<file path="config.mk">
export PLATFORM = sky130hd
export DESIGN_NAME = reflected_frame_matcher
export DESIGN_NICKNAME = d
export VERILOG_FILES = /design/src/sv/rfm_pkg.sv /design/src/sv/reflected_frame_matcher.sv
export VERILOG_INCLUDE_DIRS = /design/src /design/src/sv
export SDC_FILE = /design/constraint.sdc
export NUM_CORES = 1
export LEC_CHECK = 0
export BUFFER_PORTS_ARGS = -buffer_cell sky130_fd_sc_hd__buf_2
export CAP_MARGIN = 25
export CORE_ASPECT_RATIO = 2
export CORE_UTILIZATION = 30
export CTS_BUF_LIST = sky130_fd_sc_hd__clkbuf_4 sky130_fd_sc_hd__clkbuf_8
export DETAILED_ROUTE_END_ITERATION = 6
export GPL_TIMING_DRIVEN = 0
export SYNTH_ARGS = -nofsm -noshare
export SYNTH_HDL_FRONTEND = slang
export SYNTH_SLANG_ARGS = --single-unit
</file>
<file path="constraint.sdc">
create_clock -name clk_i -period 4.9 [get_ports clk_i]
set_clock_uncertainty 0.1 [all_clocks]
set_input_delay 0.245 -clock clk_i [delete_from_list [all_inputs] [get_ports clk_i]]
set_output_delay 0.245 -clock clk_i [all_outputs]
set_load 0.01 [all_outputs]
</file>
<file path="src/sv/reflected_frame_matcher_macros.svh">
// Assertion macros for the reflected frame matcher.
// Used by the top level; needs clk_i and rst_ni in the including module.
`ifndef REFLECTED_FRAME_MATCHER_MACROS_SVH
`define REFLECTED_FRAME_MATCHER_MACROS_SVH

`ifndef SYNTH
// same-cycle implication
`define RFM_ASSERT_NOW(label, ante, cons) \
  label: assert property (@(posedge clk_i) disable iff (!rst_ni) (ante) |-> (cons)) \
    else $error("rfm assertion failed");
// next-cycle implication
`define RFM_ASSERT_NEXT(label, ante, cons) \
  label: assert property (@(posedge clk_i) disable iff (!rst_ni) (ante) |=> (cons)) \
    else $error("rfm assertion failed");
`else
`define RFM_ASSERT_NOW(label, ante, cons)
`define RFM_ASSERT_NEXT(label, ante, cons)
`endif

`endif

</file>
<file path="src/sv/rfm_pkg.sv">
// Package for the reflected frame matcher: register indexes, header
// offsets and protocol constants. No dependencies.
package rfm_pkg;

  localparam int unsigned CfgIdxW  = 3;
  localparam int unsigned CfgDataW = 48;
  localparam int unsigned PosW     = 7;
  localparam int unsigned SeqW     = 64;

  // configuration register indexes
  localparam logic [CfgIdxW-1:0] CFG_LOCAL_MAC  = 3'd0;
  localparam logic [CfgIdxW-1:0] CFG_PEER_MAC   = 3'd1;
  localparam logic [CfgIdxW-1:0] CFG_LOCAL_ADDR = 3'd2;
  localparam logic [CfgIdxW-1:0] CFG_PEER_ADDR  = 3'd3;
  localparam logic [CfgIdxW-1:0] CFG_LOCAL_PORT = 3'd4;
  localparam logic [CfgIdxW-1:0] CFG_PEER_PORT  = 3'd5;
  localparam logic [CfgIdxW-1:0] CFG_UDP_MODE   = 3'd6;

  // header layout
  localparam logic [PosW-1:0] MAC_SRC_OFS      = 7'd6;
  localparam logic [PosW-1:0] ETYPE_OFS        = 7'd12;
  localparam logic [PosW-1:0] ETYPE_LO_OFS     = 7'd13;
  localparam logic [PosW-1:0] L3_OFS           = 7'd14;
  localparam logic [PosW-1:0] VLAN_ET_OFS      = 7'd16;
  localparam logic [PosW-1:0] VLAN_ET_LO       = 7'd17;
  localparam logic [PosW-1:0] L3_VLAN_OFS      = 7'd18;
  localparam logic [PosW-1:0] UDP_HEADER_BYTES = 7'd8;
  localparam logic [PosW-1:0] POS_MAX          = 7'd127;

  // offsets inside the IPv4 header
  localparam logic [PosW-1:0] IP_PROTO_REL = 7'd9;
  localparam logic [PosW-1:0] IP_SRC_REL   = 7'd12;
  localparam logic [PosW-1:0] IP_DST_REL   = 7'd16;
  localparam logic [PosW-1:0] IP_END_REL   = 7'd20;

  localparam logic [15:0] ETYPE_VLAN   = 16'h8100;
  localparam logic [15:0] ETYPE_IPV4   = 16'h0800;
  localparam logic [7:0]  IP_PROTO_UDP = 8'd17;
  localparam logic [3:0]  IHL_MIN      = 4'd5;
  localparam logic [3:0]  SEQ_LEN      = 4'd8;

endpackage

</file>
<file path="src/sv/reflected_frame_matcher.sv">
// Reflected frame matcher top level: byte-stream header checker and
// sequence extractor. Depends on rfm_pkg and reflected_frame_matcher_macros.svh.
`include "reflected_frame_matcher_macros.svh"

// Takes one received Ethernet frame byte per word on the slave stream
// (tlast on the final byte, FCS already stripped) and gives exactly one
// result word per frame on the master stream when the final byte has been
// processed. The result carries tuser = 1 when destination/source MAC,
// IPv4 destination/source and (in UDP mode) the UDP port pair match the
// configured local/peer values, the ethertype is IPv4 after at most one
// 802.1Q tag, the IHL is at least 5, and eight payload bytes were seen;
// tdata then holds those eight bytes as a big-endian sequence number,
// otherwise tdata is zero. Throughput is one byte per clock unless a final
// byte waits: a byte goes into an input register, is checked against the
// frame state from there, and a final byte then loads the result register.
// Only a final byte can wait, and only while the previous result is still
// unread; while that result sits in the output register the pipeline keeps
// accepting until a final byte reaches the input register. Registers are
// written through the cfg port at any time ready is high (always), but are
// meant to change only between frames. No reset sweep is needed.
module reflected_frame_matcher
  import rfm_pkg::*;
(
  input  logic                clk_i,
  input  logic                rst_ni,
  // configuration write channel
  input  logic                cfg_valid_i,
  output logic                cfg_ready_o,
  input  logic [CfgIdxW-1:0]  cfg_index_i,
  input  logic [CfgDataW-1:0] cfg_data_i,
  // frame bytes in
  input  logic                s_axis_tvalid_i,
  output logic                s_axis_tready_o,
  input  logic [7:0]          s_axis_tdata_i,  // [7:0] data_byte
  input  logic                s_axis_tlast_i,  // end_of_frame
  // results out
  output logic                m_axis_tvalid_o,
  input  logic                m_axis_tready_i,
  output logic [SeqW-1:0]     m_axis_tdata_o,  // [63:0] sequence_res
  output logic                m_axis_tuser_o   // [0] matched
);

  // ---------------------------------------------------------------------
  // configuration registers
  // ---------------------------------------------------------------------
  logic [47:0] local_mac_q, peer_mac_q;
  logic [31:0] local_addr_q, peer_addr_q;
  logic [15:0] local_port_q, peer_port_q;
  logic        udp_mode_q;

  assign cfg_ready_o = 1'b1;

  always_ff @(posedge clk_i or negedge rst_ni) begin
    if (!rst_ni) begin
      local_mac_q  <= '0;
      peer_mac_q   <= '0;
      local_addr_q <= '0;
      peer_addr_q  <= '0;
      local_port_q <= '0;
      peer_port_q  <= '0;
      udp_mode_q   <= 1'b0;
    end else if (cfg_valid_i && cfg_ready_o) begin
      case (cfg_index_i)
        CFG_LOCAL_MAC:  local_mac_q  <= cfg_data_i[47:0];
        CFG_PEER_MAC:   peer_mac_q   <= cfg_data_i[47:0];
        CFG_LOCAL_ADDR: local_addr_q <= cfg_data_i[31:0];
        CFG_PEER_ADDR:  peer_addr_q  <= cfg_data_i[31:0];
        CFG_LOCAL_PORT: local_port_q <= cfg_data_i[15:0];
        CFG_PEER_PORT:  peer_port_q  <= cfg_data_i[15:0];
        CFG_UDP_MODE:   udp_mode_q   <= cfg_data_i[0];
        default: ;
      endcase
    end
  end

  // ---------------------------------------------------------------------
  // input register
  // ---------------------------------------------------------------------
  logic       in_valid_q;
  logic [7:0] in_byte_q;
  logic       in_last_q;
  logic       advance;
  logic       out_valid_q;

  // non-final bytes never wait; a final byte waits for a free result slot
  assign advance = in_valid_q && (!in_last_q || !out_valid_q || m_axis_tready_i);
  assign s_axis_tready_o = !in_valid_q || advance;

  always_ff @(posedge clk_i or negedge rst_ni) begin
    if (!rst_ni) begin
      in_valid_q <= 1'b0;
      in_last_q  <= 1'b0;
    end else if (s_axis_tready_o) begin
      in_valid_q <= s_axis_tvalid_i;
      in_last_q  <= s_axis_tlast_i;
    end
  end

  always_ff @(posedge clk_i) begin
    if (s_axis_tready_o && s_axis_tvalid_i) begin
      in_byte_q <= s_axis_tdata_i;
    end
  end

  // ---------------------------------------------------------------------
  // per-frame state
  // ---------------------------------------------------------------------
  logic [PosW-1:0] pos_q, pos_d;
  logic            mismatch_q, mismatch_d;
  logic            vlan_q, vlan_d;
  logic [15:0]     etype_q, etype_d;
  logic [3:0]      ihl_q, ihl_d;
  logic [PosW-1:0] pstart_q, pstart_d;
  logic [SeqW-1:0] seq_q, seq_d;
  logic [3:0]      seq_cnt_q, seq_cnt_d;

  // byte decode helpers
  logic [PosW-1:0] l3, rel, l4, src_idx, port_rel;
  logic [2:0]      dst_sel, src_sel;
  logic [1:0]      addr_sel;
  logic [7:0]      want_byte, b;
  logic [15:0]     want_port;
  logic            fail, in_l3, ok;

  assign b        = in_byte_q;
  assign l3       = vlan_q ? L3_VLAN_OFS : L3_OFS;
  assign rel      = pos_q - l3;
  assign l4       = l3 + {1'b0, ihl_q, 2'b00};
  assign dst_sel  = 3'd5 - pos_q[2:0];
  assign src_idx  = pos_q - MAC_SRC_OFS;
  assign src_sel  = 3'd5 - src_idx[2:0];
  assign addr_sel = 2'd3 - rel[1:0];
  assign port_rel = pos_q - l4;
  assign want_port = port_rel[1] ? local_port_q : peer_port_q;
  // after the ethertype, and past the tag when one was seen
  assign in_l3    = (pos_q >= L3_OFS) && !(vlan_q && pos_q < L3_VLAN_OFS);

  always_comb begin
    fail      = 1'b0;
    want_byte = 8'h00;
    vlan_d    = vlan_q;
    etype_d   = etype_q;
    ihl_d     = ihl_q;
    pstart_d  = pstart_q;
    seq_d     = seq_q;
    seq_cnt_d = seq_cnt_q;

    if (pos_q < MAC_SRC_OFS) begin
      want_byte = local_mac_q[{dst_sel, 3'b000} +: 8];
      fail      = (want_byte != b);
    end else if (pos_q < ETYPE_OFS) begin
      want_byte = peer_mac_q[{src_sel, 3'b000} +: 8];
      fail      = (want_byte != b);
    end else if (pos_q < L3_OFS) begin
      etype_d = {etype_q[7:0], b};
      if (pos_q == ETYPE_LO_OFS) begin
        if (etype_d == ETYPE_VLAN) vlan_d = 1'b1;
        else fail = (etype_d != ETYPE_IPV4);
      end
    end else if (!in_l3) begin
      // tag control bytes are skipped, the inner ethertype is checked
      if (pos_q >= VLAN_ET_OFS) begin
        etype_d = {etype_q[7:0], b};
        if (pos_q == VLAN_ET_LO) fail = (etype_d != ETYPE_IPV4);
      end
    end else if (rel == '0) begin
      ihl_d    = b[3:0];
      fail     = (b[3:0] < IHL_MIN);
      pstart_d = l3 + {1'b0, b[3:0], 2'b00} + (udp_mode_q ? UDP_HEADER_BYTES : '0);
    end else begin
      if (rel == IP_PROTO_REL && udp_mode_q && b != IP_PROTO_UDP) fail = 1'b1;
      if (rel >= IP_SRC_REL && rel < IP_DST_REL) begin
        want_byte = peer_addr_q[{addr_sel, 3'b000} +: 8];
        fail      = fail | (want_byte != b);
      end else if (rel >= IP_DST_REL && rel < IP_END_REL) begin
        want_byte = local_addr_q[{addr_sel, 3'b000} +: 8];
        fail      = fail | (want_byte != b);
      end
      if (ihl_q >= IHL_MIN) begin
        // port pair, only when the payload was placed after a UDP header
        if (pstart_q == l4 + UDP_HEADER_BYTES && pos_q >= l4 && pos_q < l4 + 7'd4) begin
          if (port_rel[0]) fail = fail | (want_port[7:0] != b);
          else fail = fail | (want_port[15:8] != b);
        end
        if (pos_q >= pstart_q && seq_cnt_q < SEQ_LEN) begin
          seq_d     = {seq_q[SeqW-9:0], b};
          seq_cnt_d = seq_cnt_q + 4'd1;
        end
      end
    end

    mismatch_d = mismatch_q | fail;
    pos_d      = (pos_q < POS_MAX) ? pos_q + 7'd1 : pos_q;
  end

  assign ok = !mismatch_d && (seq_cnt_d == SEQ_LEN);

  always_ff @(posedge clk_i or negedge rst_ni) begin
    if (!rst_ni) begin
      pos_q      <= '0;
      mismatch_q <= 1'b0;
      vlan_q     <= 1'b0;
      etype_q    <= '0;
      ihl_q      <= '0;
      pstart_q   <= '0;
      seq_cnt_q  <= '0;
    end else if (advance) begin
      if (in_last_q) begin
        pos_q      <= '0;
        mismatch_q <= 1'b0;
        vlan_q     <= 1'b0;
        etype_q    <= '0;
        ihl_q      <= '0;
        pstart_q   <= '0;
        seq_cnt_q  <= '0;
      end else begin
        pos_q      <= pos_d;
        mismatch_q <= mismatch_d;
        vlan_q     <= vlan_d;
        etype_q    <= etype_d;
        ihl_q      <= ihl_d;
        pstart_q   <= pstart_d;
        seq_cnt_q  <= seq_cnt_d;
      end
    end
  end

  // sequence bytes are only read once all eight have been shifted in
  always_ff @(posedge clk_i) begin
    if (advance) begin
      seq_q <= seq_d;
    end
  end

  // ---------------------------------------------------------------------
  // result register
  // ---------------------------------------------------------------------
  logic            out_matched_q;
  logic [SeqW-1:0] out_seq_q;
  logic            out_load;

  assign out_load = advance && in_last_q;

  always_ff @(posedge clk_i or negedge rst_ni) begin
    if (!rst_ni) begin
      out_valid_q <= 1'b0;
    end else if (out_load) begin
      out_valid_q <= 1'b1;
    end else if (m_axis_tready_i) begin
      out_valid_q <= 1'b0;
    end
  end

  always_ff @(posedge clk_i) begin
    if (out_load) begin
      out_matched_q <= ok;
      out_seq_q     <= ok ? seq_d : '0;
    end
  end

  assign m_axis_tvalid_o = out_valid_q;
  assign m_axis_tuser_o  = out_matched_q;
  assign m_axis_tdata_o  = out_seq_q;

  // ---------------------------------------------------------------------
  // assertions
  // ---------------------------------------------------------------------
  `RFM_ASSERT_NOW(a_unmatched_zero, m_axis_tvalid_o && !m_axis_tuser_o, m_axis_tdata_o == '0)
  `RFM_ASSERT_NOW(a_mid_byte_no_stall, in_valid_q && !in_last_q, advance)
  `RFM_ASSERT_NEXT(a_frame_cleared, out_load, pos_q == '0 && !mismatch_q && seq_cnt_q == '0)
  `RFM_ASSERT_NOW(a_seq_cnt_bound, 1'b1, seq_cnt_q <= SEQ_LEN)

endmodule

</file>
==> results of run 1 <==
[registers in the layout (all words and copies together), names as in the netlist, 4 cells and up]
name and cells:
m_axis_tdata_o 64, seq_q 64, local_mac_q 48, peer_mac_q 48, local_addr_q 32, peer_addr_q 32, local_port_q 16, peer_port_q 16
b 8, etype_q 8, pos_q 7, pstart_q 6, ihl_q 4, seq_cnt_q 4
[synth_stat cells (all sizes together) (6+ instances only)]
cell type / count
nor3b: 68
nor2: 38
mux2i: 15
xor2: 23
a21oi: 20
edfxtp: 137
nor3: 11
buf: 36
ha: 36
dfrtp: 227
nand4: 9
o21ai: 24
a22o: 10
nand4b: 6
nor2b: 13
clkbuf: 40
nand3: 11
mux4: 38
inv: 27
xnor2: 33
nor4: 11
nand2: 39
a31o: 8
a21o: 8
mux2: 263
[through the flow]
step / power (mW) / area, µm² / setup slack [ns]
final: 8.22 / 21300 / 0.0573
after global routing: 8.54 / 21300 / 0.0221
after CTS: 8.30 / 21300 / 0.0478
after detailed placement: 5.49 / 19400 / -0.703
after global placement: 5.43 / 19300 / -2.04
after floorplan: 4.87 / 17700 / 0.376
[worst reg2reg max path, cell delays in order (launching register included)]
cell and delay, ns:
dfrtp_1 0.49, buf_4 0.30, inv_1 0.18, buf_2 0.28
ha_1 0.40, clkbuf_4 0.28, mux4_2 0.33, a22oi_1 0.32
xnor2_1 0.17, nand2_1 0.12, o41ai_1 0.38, a21oi_1 0.14
or4_1 0.48, buf_6 0.19, buf_6 0.16, nor3b_2 0.30
[kinds of logic after synthesis]
group	synth area share, %
DFF	55.4
muxes	22.4
and+or+nand+nor	8.95
AOI/OAI and AO/OA	4.62
buffers and inverters	2.85
xor gates and xnor gates	2.77
adders and majority gates	3.00
other	0.0212
[timing repair]
action,4_1_cts,5_1_grt
hold endpoints to repair,314,0
gates cloned,0,0
hold buffers,66,0
endpoints found under the setup margin,72,50
resized for setup,11,5
[power breakdown]
group          leakage [nW]  switching [mW]  internal [mW]
registers              3.95           0.219           3.56
logic                  3.72           0.886          0.822
clock network         0.620            1.26           1.47
[path summary, 6_finish.rpt]
path / end / cells past startpoint
max in group asynchronous: peer_addr_q[13]$_DFFE_PN0P_ / 3
worst max-delay path: m_axis_tdata_o[35]$_SDFFCE_PN0P_ / 15
worst max register to register: m_axis_tdata_o[35]$_SDFFCE_PN0P_ / 15
worst min register to register: pstart_q[1]$_DFFE_PN0P_ / 1
min in group clk_i: b[7]$_DFFE_PP_ / 2
worst min-delay path: local_port_q[7]$_DFFE_PN0P_ / 2
[routing by layer]
layer	part of all wire, %	wire, µm	GRT usage [%]
met5	0	0	0
met4	6.9	3720	12.1
met3	3.3	1770	2.11
met2	56	30300	35.1
met1	33	18000	17.3
[cell type report]
cell class | count | share of cell area [%]
Sequential cell | 364 | 46.1
Multi-Input combinational cell | 758 | 34.9
Timing Repair Buffer | 200 | 6.66
Tap cell | 762 | 4.48
Clock buffer | 76 | 4.48
Buffer | 76 | 1.96
Clock inverter | 18 | 1.00
Inverter | 27 | 0.488
Antenna cell | 1 | 0.0118
==> reports/qor.csv, run 1 <==
stage;metric;value;unit
status;status;complete, no violations;
drt;Initial DRT Pass Iterations;4;
drt;WL/cell;23.6;µm
logic_synthesis;ys async rst share;62.4;%
sta;Max Slew Vio Count;0;
clock_tree;clk sinks;364;
drt;DRC;0;
logic_synthesis;largest area contributor in the netlist;dfrtp_1;
placement;I/O Buffers;129;
worst_setup_path;CP arrival;5.17;ns
layout;Layout fillers;5691;
drt;Vias/cell;5.02;
placement;Placed Cells;2121;
worst_setup_path;CP top delay family;buffers and inverters;
placement;Placer Congestion;0.893;
global_route;first-pass GRT wire length;79400;µm
floorplan;Die X;174;µm
logic_synthesis;synthesized area;17700;µm²
power_and_ir_drop;static leakage power;8.29;nW
logic_synthesis;register area share after synthesis;55.4;%
clock_tree;clock buffer count from CTS;55;
clock_tree;Post-CTS Setup Inserts;0;
logic_synthesis;Yosys cell types;67;
clock_tree;Bufs on Longest Clock Path;3;
hold_path;Hold Path Class;input port to asynchronous set/reset pin;
layout;fin util;36.6;%
worst_setup_path;critical path peak fanout;12;
flow_run;maxcap violations;0;
clock_tree;clock latency at the later pin of the worst-skew pair;0.66;ns
sta;final hold vios;0;
layout;Final nets;1587;
worst_setup_path;crit path kind;flop to flop;
worst_setup_path;crit path buf inv count;6;
sta;setup TNS;0;ns
logic_synthesis;Synth area leaders;dfrtp_1, edfxtp_1, mux2_2, mux4_2, nor3b_2;
layout;commonest non-fill, non-tap cells in the layout;mux2_2, dfrtp_1, buf_2;
floorplan;die height;345;µm
worst_setup_path;Max stage delay cell, worst path;dfrtp_1;
clock_tree;TritonCTS clock tree;built;
layout;footprint of the multi-input gates;7420;µm²
worst_setup_path;Most Frequent Cell on Critical Path;buf_6;
worst_setup_path;CP Launch Point;pos_q[1]$_DFFE_PN0P_;
global_route;total congestion overflow;0;
floorplan;total die area;60000;µm²
logic_synthesis;number of synthesized flops with an enable pin;137;
logic_synthesis;synthesized flop and latch total;364;
clock_tree;H-tree Lvls;2;
worst_setup_path;crit-path cells;buf_4, inv_1, buf_2, ha_1, clkbuf_4, mux4_2, a22oi_1, xnor2_1, nand2_1, o41ai_1, a21oi_1, or4_1, buf_6, buf_6, nor3b_2;
worst_setup_path;WP data required;5.23;ns
floorplan;num rows;125;
power_and_ir_drop;P per Cell Area;386;nW/µm²
layout;Reg area;9800;µm²
logic_synthesis;synthesized net count;1330;
sta;min Tclk post-route;4.84;ns
drt;post-route ant nets;0;
power_and_ir_drop;Peak VDD IR;0.221;mV
worst_setup_path;CP Launch Type;flop;
worst_setup_path;reg-to-reg setup timing slack;0.06;ns
global_route;largest net degree at the start of global routing;118;
floorplan;Core ar.;58200;µm²
layout;commonest non-fill, non-tap cell in the layout;mux2_2;
worst_setup_path;RR Startpoint;pos_q[1]$_DFFE_PN0P_;
clock_tree;Clock transition at path regs;0.07;ns
drt;via count;11458;
worst_setup_path;Critical Path End Type;flop;
floorplan;IO Pins;133;
global_route;number of global-route vias before repair;12427;
layout;Synth-to-Final Area Change;20.2;%
clock_tree;CTS Root Cell;clkbuf_8;
drt;drt total wl;53800;µm
sta;hold_ws;0.148;ns
floorplan;starting density of the core;30.4;%
global_route;gr usage total;18.0;%
worst_setup_path;CP max stage delay;0.49;ns
sta;relative slew slack;28.3;%
logic_synthesis;Yosys warning count;0;
sta;RSZ-0062 raised after global routing;no;
logic_synthesis;Syn Inst Count;1225;
logic_synthesis;Primary FF master, synth;dfrtp_1;
sta;Tightest Pin Transition;1.08;ns
sta;final worst-path cycle share;98.8;%
sta;Fmax;206;MHz
drt;initial drt markers;577;
placement;dpl hpwl;40200;µm
layout;fin cells;2282;
logic_synthesis;Avg Synthesized Cell Area;14.4;µm²
sta;final setup vio count;0;
logic_synthesis;share of the synthesized area in the top cell type;32.1;%
global_route;initial antenna violation count;1;
layout;layout cells sized above 1;41.2;%
Power figures use the tool's default switching activity.
==> inputs of run 2 (changes only) <==
SETUP_SLACK_MARGIN = 0.5   (was default)
==> reports/qor.csv, run 2 (synthesis results as in run 1) <==
stage;metric;value;unit;change
worst_setup_path;RR Startpoint;pos_q[1]$_DFFE_PN0P_;;
drt;via count;11488;;+0.26%
hold_path;Hold Path Class;input port to flop;;
layout;Final nets;1594;;+0.44%
clock_tree;clk sinks;364;;unchanged
worst_setup_path;Worst Reg2Reg Path Length in Cells;15;;unchanged
sta;final hold vios;0;;unchanged
global_route;total congestion overflow;0;;unchanged
drt;post-route ant nets;0;;unchanged
worst_setup_path;CP Launch Type;flop;;
floorplan;Core ar.;58200;µm²;unchanged
power_and_ir_drop;clock share of power;32.2;%;-1.0 points
sta;min Tclk post-route;4.31;ns;-0.528 ns
sta;setup TNS;0;ns;unchanged
layout;commonest non-fill, non-tap cell in the layout;mux2_2;;
worst_setup_path;Max stage delay cell, worst path;or4_1;;
worst_setup_path;Setup crit end;m_axis_tdata_o[35]$_SDFFCE_PN0P_;;
global_route;gr usage total;17.8;%;-0.16 points
placement;Placer Congestion;0.895;;+0.17%
clock_tree;CTS Root Cell;clkbuf_8;;
drt;Vias/cell;5.01;;-0.18%
sta;relative slew slack;27.6;%;-0.66 points
power_and_ir_drop;Seq pwr share;46.6;%;+0.6 points
clock_tree;clock buffer count from CTS;53;;-3.6%
sta;hold_ws;0.136;ns;-0.0123 ns
placement;I/O Buffers;129;;unchanged
worst_setup_path;crit path kind;flop to flop;;
sta;final setup vio count;0;;unchanged
drt;Initial DRT Pass Iterations;7;;+3
clock_tree;Clock transition at path regs;0.07;ns;about the same
drt;WL/cell;23.2;µm;-1.5%
floorplan;Die X;174;µm;unchanged
hold_path;hold_sp;cfg_index_i[1];;
sta;Tightest Pin Transition;1.09;ns;+0.00992 ns
sta;final worst-path cycle share;88.1;%;-11 points
floorplan;die height;345;µm;unchanged
layout;commonest non-fill, non-tap cells in the layout;mux2_2, dfrtp_1, buf_2;;
clock_tree;H-tree Lvls;2;;unchanged
floorplan;total die area;60000;µm²;unchanged
layout;layout cells sized above 1;42.2;%;+0.97 points
worst_setup_path;Most Frequent Cell on Critical Path;buf_6;;
global_route;first-pass GRT wire length;78900;µm;-0.63%
clock_tree;clock latency at the later pin of the worst-skew pair;0.64;ns;-0.02 ns
worst_setup_path;WP data required;5.23;ns;about the same
drt;drt total wl;53200;µm;-1.1%
drt;initial drt markers;591;;+2.4%
power_and_ir_drop;Total Power;8.11;mW;-1.3%
global_route;number of global-route vias before repair;12303;;-1.0%
floorplan;IO Pins;133;;unchanged
worst_setup_path;reg-to-reg setup timing slack;0.59;ns;+0.53 ns
drt;DRC;0;;unchanged
flow_run;maxcap violations;0;;unchanged
worst_setup_path;critical path peak fanout;12;;unchanged
status;status;complete, no violations;;
floorplan;num rows;125;;unchanged
worst_setup_path;CP Launch Point;pos_q[1]$_DFFE_PN0P_;;
power_and_ir_drop;P per Cell Area;379;nW/µm²;-1.8%
worst_setup_path;crit-path cells;buf_6, inv_1, buf_6, ha_1, clkbuf_8, mux4_2, a22oi_2, xnor2_1, nand2_1, o41ai_2, a21oi_1, or4_1, buf_6, buf_6, nor3b_2;;
placement;dpl hpwl;40100;µm;-0.25%
power_and_ir_drop;internal power;5.78;mW;-1.2%
power_and_ir_drop;Switching Share;28.7;%;-0.039 points
worst_setup_path;R2R Path End;m_axis_tdata_o[35]$_SDFFCE_PN0P_;;
floorplan;starting density of the core;30.4;%;unchanged
power_and_ir_drop;Peak VDD IR;0.255;mV;+15%
sta;Max Slew Vio Count;0;;unchanged
worst_setup_path;Critical Path End Type;flop;;
worst_setup_path;CP arrival;4.65;ns;-0.52 ns
sta;RSZ-0062 raised after global routing;no;;
global_route;largest net degree at the start of global routing;119;;+0.85%
worst_setup_path;CP max stage delay;0.50;ns;about the same
power_and_ir_drop;Comb pwr share;21.2;%;+0.4 points
clock_tree;TritonCTS clock tree;built;;
power_and_ir_drop;static leakage power;8.36;nW;+0.80%
global_route;initial antenna violation count;1;;unchanged
layout;Synth-to-Final Area Change;20.9;%;
clock_tree;Bufs on Longest Clock Path;3;;unchanged
power_and_ir_drop;Psw;2.33;mW;-1.4%
sta;Fmax;232;MHz;+12%
==> run 2: what timing repair did <==
item                       CTS  global route
hold buffers                65             0
pin swaps                    1             2
hold endpoints to repair   321             0
setup endpoints to repair  121            61
setup buffers                1             7
resized for setup           27            14
cloned                       0             1
==> run 2: how the worst min path moves through the flow <==
stage	end	slack, ns	depth (start not counted)
finish	local_addr_q[31]$_DFFE_PN0P_	0.14	3
global route	local_addr_q[31]$_DFFE_PN0P_	0.13	3
CTS	local_addr_q[31]$_DFFE_PN0P_	0.1	3
detailed placement	peer_port_q[12]$_DFFE_PN0P_	0.31	1
global placement	b[5]$_DFFE_PP_	0.33	1
floorplan	etype_q[0]$_DFFE_PN0P_	-0.15	0
==> run 2: area by class of cell <==
cell class              instances  area (µm²)
fillers                      5699       36800
flip-flops and latches        364        9800
multi-input cells             758        7440
repair buffers                209        1490
clock buffers                  75         963
well taps                     762         953
plain buffers                  76         467
clock inverters                20         165
inverters                      27         106
diodes                          1        2.50
==> run 2: power groups by stage <==
| stage | clock network (mW) | registers [mW] | logic (mW) |
|---|---|---|---|
| after floorplan | 0 | 3.77 | 1.11 |
| final | 2.61 | 3.78 | 1.72 |
| after detailed placement | 0 | 3.84 | 1.66 |
| after CTS | 2.69 | 3.78 | 1.73 |
| after global routing | 2.81 | 3.82 | 1.83 |
| after global placement | 0 | 3.81 | 1.62 |
==> run 2: worst max-delay path, delay by kind of cell, from the launching register on <==
family          cells  cell delay (ns)
compound gates      3             0.68
xor+xnor            1             0.15
fa+ha+maj           1             0.36
buf+inv             6             1.15
flops               1             0.44
mux                 1             0.34
simple gates        3             0.85
==> run 2: through the flow <==
stage                     worst slack, ns  cells  util, %  area (µm²)
after detailed placement           -0.603   2122     33.4       19400
final                               0.585   2292     36.8       21400
after global placement             -0.661   2116     33.2       19300
after floorplan                     0.926   1225        -       17700
after CTS                           0.530   2283     36.6       21300
after global routing                0.506   2292     36.8       21400
==> run 2: metal layers <==
| layer | routed length, µm | vias up | GRT usage [%] |
|---|---|---|---|
| met1 | 17800 | 5842 | 17.0 |
| met3 | 1830 | 168 | 2.21 |
| met5 | 0 | - | 0 |
| met4 | 4330 | 0 | 13.6 |
| li1 | - | 5095 | - |
| met2 | 29200 | 383 | 34.1 |
